## src/rtl/crmp_pkg.sv

```systemverilog
package crmp_pkg;

    localparam int PAL_DEPTH = 16;
    localparam int IDX_W     = $clog2(PAL_DEPTH);
    localparam int FRAC_W    = 16;
    localparam int POS_W     = FRAC_W + 1;
    localparam int CH_W      = 8;
    localparam int N_CH      = 3;
    localparam int ENTRY_W   = N_CH * CH_W;
    localparam int COUNT_W   = 5;
    localparam int WIDX_W    = 4;
    // signed (CH_W+1) difference times signed (POS_W+1) weight
    localparam int MIX_W     = CH_W + FRAC_W + 3;

    localparam logic [COUNT_W-1:0] COUNT_RESET = COUNT_W'(2);

    typedef enum logic
    {
        OP_LOOKUP = 1'b0,
        OP_WRITE  = 1'b1
    } crmp_op_t;

    // read addresses and weight of one lookup
    typedef struct packed
    {
        logic [IDX_W-1:0] lo_idx;
        logic [IDX_W-1:0] up_idx;
        logic [POS_W-1:0] weight;
    } crmp_addr_t;

endpackage

```

## src/rtl/crmp_in_if.sv

```systemverilog
interface crmp_in_if;
    logic                             valid;
    logic                             ready;
    crmp_pkg::crmp_op_t               operation;
    logic [crmp_pkg::POS_W-1:0]       position;
    logic [crmp_pkg::WIDX_W-1:0]      write_index;
    logic [crmp_pkg::CH_W-1:0]        write_red;
    logic [crmp_pkg::CH_W-1:0]        write_green;
    logic [crmp_pkg::CH_W-1:0]        write_blue;

    modport source
    (
        output valid, operation, position, write_index, write_red, write_green, write_blue,
        input  ready
    );

    modport sink
    (
        input  valid, operation, position, write_index, write_red, write_green, write_blue,
        output ready
    );
endinterface

```

## src/rtl/crmp_out_if.sv

```systemverilog
interface crmp_out_if;
    logic                      valid;
    logic                      ready;
    logic [crmp_pkg::CH_W-1:0] red;
    logic [crmp_pkg::CH_W-1:0] green;
    logic [crmp_pkg::CH_W-1:0] blue;

    modport source
    (
        output valid, red, green, blue,
        input  ready
    );

    modport sink
    (
        input  valid, red, green, blue,
        output ready
    );
endinterface

```

## src/rtl/crmp_addr.sv

```systemverilog
module crmp_addr
(
    input  logic                             clk,
    input  logic                             rst_n,
    input  logic [crmp_pkg::COUNT_W-1:0]     entry_count,
    input  logic [crmp_pkg::POS_W-1:0]       position,
    output crmp_pkg::crmp_addr_t             addr
);

    localparam int S_W = crmp_pkg::FRAC_W + crmp_pkg::IDX_W;

    logic [crmp_pkg::COUNT_W-1:0] count_eff;
    logic [crmp_pkg::COUNT_W-1:0] imax_full;
    logic [crmp_pkg::IDX_W-1:0]   imax;
    logic [S_W-1:0]               scaled;
    logic [S_W:0]                 ceil_sum;
    logic [crmp_pkg::IDX_W:0]     upper_raw;
    logic [crmp_pkg::IDX_W-1:0]   upper;
    logic [crmp_pkg::IDX_W-1:0]   lower;
    logic [S_W-1:0]               frac_full;

    // clamp the count to 1..depth
    always_comb
    begin
        if (entry_count == '0)
        begin
            count_eff = crmp_pkg::COUNT_W'(1);
        end
        else if (entry_count > crmp_pkg::COUNT_W'(crmp_pkg::PAL_DEPTH))
        begin
            count_eff = crmp_pkg::COUNT_W'(crmp_pkg::PAL_DEPTH);
        end
        else
        begin
            count_eff = entry_count;
        end
    end

    assign imax_full = count_eff - crmp_pkg::COUNT_W'(1);
    assign imax      = imax_full[crmp_pkg::IDX_W-1:0];

    assign scaled    = S_W'(position[crmp_pkg::FRAC_W-1:0]) * S_W'(imax);
    assign ceil_sum  = {1'b0, scaled} + (S_W+1)'((1 << crmp_pkg::FRAC_W) - 1);
    assign upper_raw = ceil_sum[S_W:crmp_pkg::FRAC_W];

    always_comb
    begin
        if (upper_raw > {1'b0, imax})
        begin
            upper = imax;
        end
        else if (upper_raw == '0)
        begin
            upper = crmp_pkg::IDX_W'(1);
        end
        else
        begin
            upper = upper_raw[crmp_pkg::IDX_W-1:0];
        end
    end

    assign lower     = upper - crmp_pkg::IDX_W'(1);
    assign frac_full = scaled - {lower, crmp_pkg::FRAC_W'(0)};

    // end points read the same entry twice with zero weight
    always_comb
    begin
        if (position == '0 || imax == '0)
        begin
            addr.lo_idx = '0;
            addr.up_idx = '0;
            addr.weight = '0;
        end
        else if (position[crmp_pkg::POS_W-1])
        begin
            addr.lo_idx = imax;
            addr.up_idx = imax;
            addr.weight = '0;
        end
        else
        begin
            addr.lo_idx = lower;
            addr.up_idx = upper;
            addr.weight = frac_full[crmp_pkg::POS_W-1:0];
        end
    end

    a_weight_range: assert property (@(posedge clk) disable iff (!rst_n)
        addr.weight <= crmp_pkg::POS_W'(1 << crmp_pkg::FRAC_W))
        else $error("interpolation weight above one");

    a_idx_adjacent: assert property (@(posedge clk) disable iff (!rst_n)
        (addr.up_idx == addr.lo_idx) ||
        (addr.up_idx == addr.lo_idx + crmp_pkg::IDX_W'(1)))
        else $error("lookup indexes not adjacent");

    a_idx_in_ramp: assert property (@(posedge clk) disable iff (!rst_n)
        addr.up_idx <= imax)
        else $error("upper index beyond ramp");

endmodule

```

## src/rtl/crmp_palette_ram.sv

```systemverilog
module crmp_palette_ram
(
    input  logic                              clk,
    input  logic                              we,
    input  logic [crmp_pkg::IDX_W-1:0]        waddr,
    input  logic [crmp_pkg::ENTRY_W-1:0]      wdata,
    input  logic                              re,
    input  logic [crmp_pkg::IDX_W-1:0]        raddr_a,
    input  logic [crmp_pkg::IDX_W-1:0]        raddr_b,
    output logic [crmp_pkg::ENTRY_W-1:0]      rdata_a,
    output logic [crmp_pkg::ENTRY_W-1:0]      rdata_b
);

    logic [crmp_pkg::ENTRY_W-1:0] mem [crmp_pkg::PAL_DEPTH];

    always_ff @(posedge clk)
    begin
        if (we)
        begin
            mem[waddr] <= wdata;
        end
    end

    // hold read data while the first stage is stalled
    always_ff @(posedge clk)
    begin
        if (re)
        begin
            rdata_a <= mem[raddr_a];
            rdata_b <= mem[raddr_b];
        end
    end

endmodule

```

## src/rtl/crmp_mix.sv

```systemverilog
module crmp_mix
(
    input  logic                           clk,
    input  logic                           rst_n,
    input  logic                           load,
    input  logic [crmp_pkg::POS_W-1:0]     weight,
    input  logic [crmp_pkg::ENTRY_W-1:0]   lo_entry,
    input  logic [crmp_pkg::ENTRY_W-1:0]   up_entry,
    output logic                           advance,
    crmp_out_if.source                     rsp
);

    localparam int HI_W = crmp_pkg::MIX_W - crmp_pkg::CH_W - crmp_pkg::FRAC_W;

    logic v1_reg, v2_reg, v3_reg;
    logic en1, en2, en3;

    logic [crmp_pkg::POS_W-1:0]          w1_reg;
    logic [crmp_pkg::CH_W-1:0]           lo2_reg   [crmp_pkg::N_CH];
    logic [crmp_pkg::CH_W-1:0]           lo2_next  [crmp_pkg::N_CH];
    logic signed [crmp_pkg::MIX_W-1:0]   prod2_reg [crmp_pkg::N_CH];
    logic signed [crmp_pkg::MIX_W-1:0]   prod2_next[crmp_pkg::N_CH];
    logic [crmp_pkg::CH_W-1:0]           col3_reg  [crmp_pkg::N_CH];
    logic [crmp_pkg::CH_W-1:0]           col3_next [crmp_pkg::N_CH];

    // each stage moves when the one after it is empty or moving
    assign en3     = !v3_reg || rsp.ready;
    assign en2     = !v2_reg || en3;
    assign en1     = !v1_reg || en2;
    assign advance = en1;

    always_ff @(posedge clk or negedge rst_n)
    begin
        if (!rst_n)
        begin
            v1_reg <= 1'b0;
            v2_reg <= 1'b0;
            v3_reg <= 1'b0;
        end
        else
        begin
            if (en1)
            begin
                v1_reg <= load;
            end
            if (en2)
            begin
                v2_reg <= v1_reg;
            end
            if (en3)
            begin
                v3_reg <= v2_reg;
            end
        end
    end

    // lo + (up - lo) * w, one product per channel
    always_comb
    begin
        logic signed [crmp_pkg::CH_W:0] diff;
        for (int c = 0; c < crmp_pkg::N_CH; c++)
        begin
            lo2_next[c]   = lo_entry[crmp_pkg::ENTRY_W-1-c*crmp_pkg::CH_W -: crmp_pkg::CH_W];
            diff          = $signed({1'b0,
                            up_entry[crmp_pkg::ENTRY_W-1-c*crmp_pkg::CH_W -: crmp_pkg::CH_W]})
                          - $signed({1'b0, lo2_next[c]});
            prod2_next[c] = crmp_pkg::MIX_W'(diff * $signed({1'b0, w1_reg}));
        end
    end

    // add the base, round half up, saturate at the channel maximum, drop the fraction
    always_comb
    begin
        logic signed [crmp_pkg::MIX_W-1:0] acc;
        for (int c = 0; c < crmp_pkg::N_CH; c++)
        begin
            acc = $signed({HI_W'(0), lo2_reg[c], crmp_pkg::FRAC_W'(0)})
                + prod2_reg[c]
                + $signed(crmp_pkg::MIX_W'(1 << (crmp_pkg::FRAC_W - 1)));
            if (acc[crmp_pkg::MIX_W-1:crmp_pkg::CH_W+crmp_pkg::FRAC_W] != '0)
            begin
                col3_next[c] = '1;
            end
            else
            begin
                col3_next[c] = acc[crmp_pkg::CH_W+crmp_pkg::FRAC_W-1:crmp_pkg::FRAC_W];
            end
        end
    end

    always_ff @(posedge clk)
    begin
        if (en1)
        begin
            w1_reg <= weight;
        end
        if (en2)
        begin
            lo2_reg   <= lo2_next;
            prod2_reg <= prod2_next;
        end
        if (en3)
        begin
            col3_reg <= col3_next;
        end
    end

    assign rsp.valid = v3_reg;
    assign rsp.red   = col3_reg[0];
    assign rsp.green = col3_reg[1];
    assign rsp.blue  = col3_reg[2];

    a_hold_result: assert property (@(posedge clk) disable iff (!rst_n)
        (v3_reg && !rsp.ready) |=> v3_reg)
        else $error("waiting result dropped");

    a_stall_full: assert property (@(posedge clk) disable iff (!rst_n)
        !en1 |-> (v1_reg && v2_reg && v3_reg))
        else $error("input stalled with an empty stage");

    a_ready_through: assert property (@(posedge clk) disable iff (!rst_n)
        rsp.ready |-> en1)
        else $error("input stalled while output drains");

endmodule

```

## src/rtl/color_ramp_interpolator_top.sv

```systemverilog
// Channel   Direction  Handshake        Payload
// req       in         valid / ready    operation, position, write_index, write_red/green/blue
// rsp       out        valid / ready    red, green, blue
// cfg       in         cfg_we           cfg_wdata = entry_count
//
// One item per cycle sustained while rsp takes results; a lookup result passes the
// palette read register (loaded at its transfer edge), the channel multiply register
// and the round and output register before it is valid on rsp.
// Write items update the palette at their transfer and give no result.
// Reset clears the stage valids and sets entry_count to 2; the palette is not cleared.
// Stalls on rsp fill empty stages first; req ready drops only when all three are full.
module color_ramp_interpolator_top
(
    input  logic                          clk,
    input  logic                          rst_n,
    input  logic                          cfg_we,
    input  logic [crmp_pkg::COUNT_W-1:0]  cfg_wdata,
    crmp_in_if.sink                       req,
    crmp_out_if.source                    rsp
);

    logic [crmp_pkg::COUNT_W-1:0] entry_count_reg;
    crmp_pkg::crmp_addr_t         addr;
    logic                         advance;
    logic                         xfer;
    logic                         is_write;
    logic [crmp_pkg::ENTRY_W-1:0] lo_entry;
    logic [crmp_pkg::ENTRY_W-1:0] up_entry;

    always_ff @(posedge clk or negedge rst_n)
    begin
        if (!rst_n)
        begin
            entry_count_reg <= crmp_pkg::COUNT_RESET;
        end
        else if (cfg_we)
        begin
            entry_count_reg <= cfg_wdata;
        end
    end

    // take a new item whenever the first stage can move
    assign req.ready = advance;
    assign xfer      = req.valid && req.ready;
    assign is_write  = (req.operation == crmp_pkg::OP_WRITE);

    crmp_addr u_addr
    (
        .clk         (clk),
        .rst_n       (rst_n),
        .entry_count (entry_count_reg),
        .position    (req.position),
        .addr        (addr)
    );

    // A write and a lookup never share a transfer, so a lookup right after a
    // write to the same entry already reads the new data: no forwarding needed.
    crmp_palette_ram u_ram
    (
        .clk     (clk),
        .we      (xfer && is_write),
        .waddr   (req.write_index[crmp_pkg::IDX_W-1:0]),
        .wdata   ({req.write_red, req.write_green, req.write_blue}),
        .re      (advance),
        .raddr_a (addr.lo_idx),
        .raddr_b (addr.up_idx),
        .rdata_a (lo_entry),
        .rdata_b (up_entry)
    );

    crmp_mix u_mix
    (
        .clk      (clk),
        .rst_n    (rst_n),
        .load     (req.valid && !is_write),
        .weight   (addr.weight),
        .lo_entry (lo_entry),
        .up_entry (up_entry),
        .advance  (advance),
        .rsp      (rsp)
    );

endmodule

```

## src/flat_wrapper.sv

```systemverilog
// flat-port wrapper written by rule: the top's interface ports become plain ports
module color_ramp_interpolator_top_flat 
  (clk, rst_n, cfg_we, cfg_wdata, req_valid, req_operation, req_position, req_write_index, req_write_red, req_write_green, req_write_blue, req_ready, rsp_valid, rsp_red, rsp_green, rsp_blue, rsp_ready);
  crmp_in_if req_i ();
  crmp_out_if rsp_i ();
  input  logic clk;
  input  logic rst_n;
  input  logic cfg_we;
  input  logic [crmp_pkg::COUNT_W-1:0] cfg_wdata;
  input wire logic [$bits(req_i.valid)-1:0] req_valid;
  input wire logic [$bits(req_i.operation)-1:0] req_operation;
  input wire logic [$bits(req_i.position)-1:0] req_position;
  input wire logic [$bits(req_i.write_index)-1:0] req_write_index;
  input wire logic [$bits(req_i.write_red)-1:0] req_write_red;
  input wire logic [$bits(req_i.write_green)-1:0] req_write_green;
  input wire logic [$bits(req_i.write_blue)-1:0] req_write_blue;
  output wire logic [$bits(req_i.ready)-1:0] req_ready;
  output wire logic [$bits(rsp_i.valid)-1:0] rsp_valid;
  output wire logic [$bits(rsp_i.red)-1:0] rsp_red;
  output wire logic [$bits(rsp_i.green)-1:0] rsp_green;
  output wire logic [$bits(rsp_i.blue)-1:0] rsp_blue;
  input wire logic [$bits(rsp_i.ready)-1:0] rsp_ready;
  assign req_i.valid = req_valid;
  assign req_i.operation = req_operation;
  assign req_i.position = req_position;
  assign req_i.write_index = req_write_index;
  assign req_i.write_red = req_write_red;
  assign req_i.write_green = req_write_green;
  assign req_i.write_blue = req_write_blue;
  assign req_ready = req_i.ready;
  assign rsp_valid = rsp_i.valid;
  assign rsp_red = rsp_i.red;
  assign rsp_green = rsp_i.green;
  assign rsp_blue = rsp_i.blue;
  assign rsp_i.ready = rsp_ready;
  color_ramp_interpolator_top u_core (.clk(clk), .rst_n(rst_n), .cfg_we(cfg_we), .cfg_wdata(cfg_wdata), .req(req_i), .rsp(rsp_i));
endmodule
```

## config.mk

```make
export PLATFORM = sky130hd
export DESIGN_NAME = color_ramp_interpolator_top_flat
export DESIGN_NICKNAME = d
export VERILOG_FILES = /design/src/rtl/crmp_pkg.sv /design/src/rtl/crmp_in_if.sv /design/src/rtl/crmp_out_if.sv /design/src/rtl/crmp_addr.sv /design/src/rtl/crmp_palette_ram.sv /design/src/rtl/crmp_mix.sv /design/src/rtl/color_ramp_interpolator_top.sv /design/src/flat_wrapper.sv
export SDC_FILE = /design/constraint.sdc
export NUM_CORES = 2
export LEC_CHECK = 0
export CAP_MARGIN = 20
export CORE_AREA = 3 3 280 282
export DETAILED_ROUTE_END_ITERATION = 12
export DIE_AREA = 0 0 283 285
export DONT_BUFFER_PORTS = 1
export HOLD_SLACK_MARGIN = 0.15
export PLACE_DENSITY = 0.7
export RECOVER_POWER = 25
export SYNTH_ARGS = -nofsm -noshare
export SYNTH_HDL_FRONTEND = slang
export SYNTH_SLANG_ARGS = --single-unit
export TNS_END_PERCENT = 50
```

## constraint.sdc

```tcl
create_clock -name clk -period 24.8 [get_ports clk]
set_input_delay 1.24 -clock clk [delete_from_list [all_inputs] [get_ports clk]]
set_output_delay 1.24 -clock clk [all_outputs]
set_load 0.02 [all_outputs]
```

* Word-level counts from Yosys, hierarchy flattened
Memories as Yosys holds them, arrays and structs flattened. A register that Yosys moved wholly into a read port is not among the register bits.
Cells that the tools add are included.
** Word-level totals
- Memories kept :: 1
- Register bits :: 154
- RAM bits :: 384
- ROM bits :: 0
- Bits in latches :: 0
- Output and inout port bits :: 26
- Logic and storage cells :: 61
** Memories
- u_core.u_ram.mem :: depth 16, bits a word 24, rd ports 2, clocked after Yosys merged registers in 2, write ports 1, line crmp_palette_ram.sv:14 : logic [crmp_pkg::ENTRY_W-1:0] mem [crmp_pkg::PAL_DEPTH];
** Cells by class
- Reductions and logical operators :: 19
- Shifts and indexed selects :: 0
- $mul :: 4
- Magnitude comparators :: 2
- Multiplexer cells :: 8
- $add $sub $neg :: 13
- Bitwise operators :: 0
- Equal/unequal tests :: 0
- Divide/modulo/power cells :: 0
** Operators by type and width (count)
- $add A25 B27 Y27 :: 3
- $add A27 B17 Y27 const B :: 3
- $mul A9 B18 Y27 :: 3
- $mux W25 :: 2
- $sub A8 B8 Y9 :: 3
- $add A20 B16 Y21 const B :: 1
- $mul A16 B4 Y20 :: 1
- $logic_not A17 Y1 :: 1
- $sub A17 B17 Y17 :: 1
- $mux W4 :: 4
- $logic_not A5 Y1 :: 2
- $reduce_bool A3 Y1 :: 3
- $sub A4 B1 Y4 const B :: 2
- $gt A5 B4 Y1 :: 1
- $gt A5 B5 Y1 const B :: 1
- $logic_not A1 Y1 :: 4
- $logic_not A4 Y1 :: 1
- $logic_or A1 B1 Y1 :: 4
- $logic_and A1 B1 Y1 :: 3
- $mux W1 :: 2
- $reduce_or A2 Y1 :: 1

* Depth between registers and ports, before layout
- Depth in word-level cells :: 13
- Depth in mapped cells :: 39

* Modules after synthesis
Synthesis repeated with hierarchy kept, for this count alone.
** Unflattened totals
- Cell total of the unflattened synthesis :: 3185
- Area total of the unflattened synthesis :: 41053.1 µm²
** By module, submodules not included
- crmp_mix :: cells each 1915, instances 1, area each 19279.7 µm²
- crmp_palette_ram :: cells each 865, instances 1, area each 18701.7 µm²
- crmp_addr :: cells each 393, instances 1, area each 2876.5 µm²
- color_ramp_interpolator_top :: cells each 12, instances 1, area each 195.2 µm²

* Worst setup path after synthesis
OpenSTA, ideal clock, no wires.
- Kind :: reg2reg
- Start point :: register u_core.entry_count_reg[1] (netlist bit)
- End point :: register u_core.u_ram.rdata_b[11] (netlist bit) (read register of u_core.u_ram.mem), data pin
- Data arrival time :: 8.255 ns
- Setup slack :: 16.267 ns
- Cell stages (with the launch flop) :: 37
- Cells stage by stage :: dfstp_2 -> nor3_1 -> o21bai_1 -> clkbuf_1 -> clkbuf_1 -> ha_1 -> buf_1 -> clkbuf_1 -> nand2b_1 -> fa_1 -> inv_1 -> fa_1 -> inv_1 -> fa_1 -> nand2b_1 -> a211oi_4 -> o211ai_2 -> o21a_1 -> o211a_1 -> and4_1 -> nor4_2 -> nor2_1 -> ha_1 -> o21ai_0 -> nand2b_1 -> a21oi_1 -> a41o_1 -> and3_1 -> mux2i_1 -> nand3_1 -> o211ai_1 -> clkbuf_1 -> buf_2 -> mux2i_1 -> mux2i_1 -> mux2i_1 -> mux2i_1
** Between the ends
- Cells in the longest elaborated chain, start to end :: 11
** Ends and longest elaborated chain
- start: declaration :: line color_ramp_interpolator_top.sv:22 : logic [crmp_pkg::COUNT_W-1:0] entry_count_reg;
- start signal: assignment :: line color_ramp_interpolator_top.sv:34 : entry_count_reg <= crmp_pkg::COUNT_RESET;
- start signal: assignment :: line color_ramp_interpolator_top.sv:38 : entry_count_reg <= cfg_wdata;
- $gt A5 B5 Y1 :: line crmp_addr.sv:29 : else if (entry_count > crmp_pkg::COUNT_W'(crmp_pkg::PAL_DEPTH))
- $mux W4 :: line crmp_addr.sv:29
- $mux W4 * :: line crmp_addr.sv:25 : if (entry_count == '0)
- $sub A4 B1 Y4 * :: line crmp_addr.sv:39 : assign imax_full = count_eff - crmp_pkg::COUNT_W'(1);
- branches (longest 6 deep; another with $add A20 B16 Y21)
- $mux W25 * :: line crmp_addr.sv:68 : if (position == '0 || imax == '0)
- end: declaration :: line crmp_palette_ram.sv:11 : output logic [crmp_pkg::ENTRY_W-1:0] rdata_b
Every way passes the cells marked *.
A chain may end at the register's enable or synchronous reset.

* Worst setup path after layout
- Start point :: register u_core.entry_count_reg[3] (netlist bit)
- End point :: register u_core.u_ram.rdata_b[14] (netlist bit) (read register of u_core.u_ram.mem), data pin
Same word-level chain as after synthesis.

==> metrics.txt <==
# TYPE chip_impl_metric gauge
chip_impl_metric{name="die_area",unit="µm²"} 80700
chip_impl_metric{name="chipWidth",unit="µm"} 283
chip_impl_metric{name="die_height",unit="µm"} 285
chip_impl_info{name="cts_root_buf",value="clkbuf_16"} 1
chip_impl_metric{name="num-fill-cells",unit=""} 6176
chip_impl_metric{name="postSynthCellCount",unit=""} 3714
chip_impl_metric{name="via_count",unit=""} 27700
chip_impl_metric{name="max_slew_headroom_at_the_worst_pin",unit=""} 0.250
chip_impl_info{name="mostFrequentLayoutCell",value="edfxtp_1"} 1
chip_impl_info{name="max_stage_delay_cell_worst_path",value="buf_4"} 1
chip_impl_metric{name="detail_route.wl_per_cell",unit="µm"} 21.1
chip_impl_info{name="synth-main-ff-cell",value="edfxtp_1"} 1
chip_impl_metric{name="grt_first_pass_wirelength",unit="mm"} 157
chip_impl_metric{name="core_area",unit="µm²"} 75900
chip_impl_metric{name="netlist-cell-type-count",unit=""} 83
chip_impl_metric{name="syn_avg_cell_area",unit="µm²"} 11.2
chip_impl_metric{name="largest_register_ff_count",unit=""} 384
chip_impl_metric{name="cts_max_level",unit=""} 2
chip_impl_metric{name="timing.max_cap.violations",unit=""} 0
chip_impl_metric{name="gp_congestion",unit=""} 0.843
chip_impl_info{name="setup.worst_path.end_class",value="flip-flop"} 1
chip_impl_metric{name="setup_violations",unit=""} 0
chip_impl_metric{name="grt_remaining_overflow",unit=""} 0
chip_impl_metric{name="worst-slew-pin-transition",unit="ns"} 1.13
chip_impl_metric{name="drc",unit=""} 0
chip_impl_metric{name="totalNegativeSetupSlack",unit="ns"} 0
chip_impl_metric{name="synth_compound_area_frac",unit=""} 0.0757
chip_impl_metric{name="cts_resized",unit=""} 0
chip_impl_info{name="synth_area_leaders",value="edfxtp_1 38%, fa_1 17%, mux2i_1 8.7%"} 1
chip_impl_info{name="combinational_family_with_the_most_area_after_synthesis",value="adder cells"} 1
chip_impl_metric{name="seq_area_frac_synth",unit=""} 0.389
chip_impl_info{name="rsz0062_at_grt",value="no"} 1
chip_impl_metric{name="synth_seq_cells",unit=""} 541
chip_impl_metric{name="quantity_of_i_o_buffers_inserted_on_ports",unit=""} 0
chip_impl_metric{name="final_min_period_over_clock_period",unit=""} 0.427
chip_impl_metric{name="final_period_minus_worst_setup_slack",unit="ns"} 10.58
chip_impl_info{name="synth_largest_area_cell",value="edfxtp_1"} 1
chip_impl_metric{name="initial_utilization",unit=""} 0.548
chip_impl_metric{name="cts-root-to-sink-buffers",unit=""} 3
chip_impl_metric{name="drv_slew",unit=""} 0
chip_impl_info{name="clock_tree_from_tritoncts",value="done"} 1
chip_impl_metric{name="synthesis.nets",unit=""} 4395
chip_impl_metric{name="final_nets",unit=""} 4360
chip_impl_metric{name="drt_iter0_markers",unit=""} 2337
chip_impl_metric{name="cts_made_buffers",unit=""} 57
chip_impl_metric{name="finalClockSkew",unit="ns"} 0.0493
chip_impl_metric{name="first_pass_iters",unit=""} 8
chip_impl_metric{name="synth_enable_flop_cells",unit=""} 533
chip_impl_metric{name="critical_path_peak_fanout",unit=""} 135
chip_impl_info{name="most-common-layout-cells",value="533 x edfxtp_1, 492 x inv_1, 362 x mux2i_1"} 1
chip_impl_metric{name="ant_nets",unit=""} 0
chip_impl_metric{name="timing.critical_path.required",unit="ns"} 25.17
chip_impl_metric{name="synth.yosys.warnings",unit=""} 0
chip_impl_metric{name="grt_antenna_before_repair",unit=""} 4
chip_impl_metric{name="simple_gate_portion_of_the_synthesized_area",unit=""} 0.116
chip_impl_metric{name="drive_gt1_frac",unit=""} 0.0604
chip_impl_metric{name="syn2layout_area_growth",unit="%"} 8.30
chip_impl_metric{name="grt.total_usage",unit=""} 0.250
chip_impl_metric{name="synth_area",unit="µm²"} 41600
chip_impl_metric{name="clock_sink_count",unit=""} 541
chip_impl_metric{name="cts_post_setup_buffers_inserted",unit=""} 0
chip_impl_metric{name="achievable-frequency",unit="GHz"} 0.0945
chip_impl_metric{name="hpwl",unit="mm"} 64.6
chip_impl_metric{name="arrival",unit="ns"} 10.95
chip_impl_metric{name="clk-insertion-delay-late",unit="ns"} 0.63
chip_impl_metric{name="top_level_ports",unit=""} 82
chip_impl_metric{name="worst_setup_hold_path_clk_slew",unit="ns"} 0.06
chip_impl_metric{name="totalWireLength",unit="mm"} 100
chip_impl_info{name="min_path_type",value="in2async"} 1
chip_impl_info{name="crit_path_launch_type",value="flip-flop"} 1
chip_impl_metric{name="hold_viol_final",unit=""} 0
chip_impl_metric{name="post_synth_xor_area_fraction",unit=""} 0.0164
chip_impl_metric{name="synth_top_cell_area_share",unit=""} 0.385
chip_impl_metric{name="timing.critical_path.slowest_cell_delay",unit="ns"} 0.87
chip_impl_info{name="critical_path_class",value="reg2reg"} 1
chip_impl_metric{name="postSynth.asyncResetShare",unit=""} 0.0148
chip_impl_metric{name="post_cts_hold_buffer_count",unit=""} 0
chip_impl_info{name="outcome",value="completed"} 1
chip_impl_metric{name="grt_max_degree",unit=""} 136
chip_impl_metric{name="grt_pass1_vias",unit=""} 28200
chip_impl_metric{name="placementRows",unit=""} 101
chip_impl_metric{name="synthAdderAreaFrac",unit=""} 0.251
chip_impl_metric{name="detail_route.vias_per_cell",unit=""} 5.82
chip_impl_metric{name="synth_mux_area_frac",unit=""} 0.0892
chip_impl_info{name="critical-path-top-cell-by-count",value="mux2i_1"} 1
[cell families after synthesis]
family | after synthesis
AO/OA/AOI/OAI | 468
flip-flops | 541
XOR/XNOR | 76
adder cells (fa/ha/maj) | 625
AND/OR/NAND/NOR | 972
buffers and inverters | 662
multiplexers | 370
[cell usage after synthesis (all sizes together), types with 83 or more instances]
master  number
mux2i      362
nor2       245
nand2      268
clkbuf     111
inv        492
o22ai       97
and2       161
nand2b     112
o21ai       83
edfxtp     533
ha         276
fa         349
[worst max-delay path, delay by kind of cell, from the launching register on]
family / cells / cell delay (ns)
and+or+nand+nor: 9 / 1.45
buffers and inverters: 6 / 2.31
muxes: 5 / 0.84
xor gates and xnor gates: 2 / 1.10
adders and majority gates: 5 / 1.98
AOI/OAI and AO/OA: 7 / 2.07
DFF: 1 / 0.39
[layer usage]
metal  track usage  part of all wire  up-vias
met4        0.0771             0.030        8
met1         0.319              0.41    13900
met3        0.0484             0.073      175
li1              -                 -    12700
met2         0.433              0.49      880
met5             0           0.00052        -
[stage by stage]
| stage | instances | worst slack, ns | utilization | hold WS, ns | cell area (µm²) |
|---|---|---|---|---|---|
| finish | 4755 | 14.22 | 0.593 | 0.298 | 45100 |
| global route | 4754 | 13.44 | 0.593 | 0.271 | 45100 |
| floorplan | 3714 | 16.27 | - | 0.426 | 41600 |
| global placement | 4646 | 14.73 | 0.566 | 0.434 | 43000 |
| CTS | 4751 | 14.30 | 0.593 | 0.269 | 45000 |
| detailed placement | 4648 | 14.35 | 0.566 | 0.439 | 43000 |
[final timing paths]
check | startpoint | to | slack [ns] | cells past startpoint
worst max register to register | u_core.entry_count_reg[3] | u_core.u_ram.rdata_b[14] | 14.22 | 34
worst max-delay path | u_core.entry_count_reg[3] | u_core.u_ram.rdata_b[14] | 14.22 | 34
worst min-delay path | rst_n | u_core.u_mix.v1_reg | 0.30 | 0
min in group clk | u_core.u_ram.rdata_a[13] | u_core.u_mix.lo2_reg[13] | 0.45 | 0
worst min register to register | u_core.u_ram.rdata_a[13] | u_core.u_mix.lo2_reg[13] | 0.45 | 0
max in group asynchronous | rst_n | u_core.entry_count_reg[1] | 24.33 | 0
[cell type report]
cell class,count,area [µm²],area share
Sequential cell,541,16200,0.360
Inverter,492,1850,0.0410
Tap cell,1030,1290,0.0286
Clock inverter,41,544,0.0121
Timing Repair Buffer,76,624,0.0139
Antenna cell,2,5.00,0.000111
Clock buffer,62,1450,0.0321
Multi-Input combinational cell,2511,23100,0.513
Power is left out: the tool's default activity adds up to more than one toggle a clock period on the data nets, which glitch-free logic cannot reach.
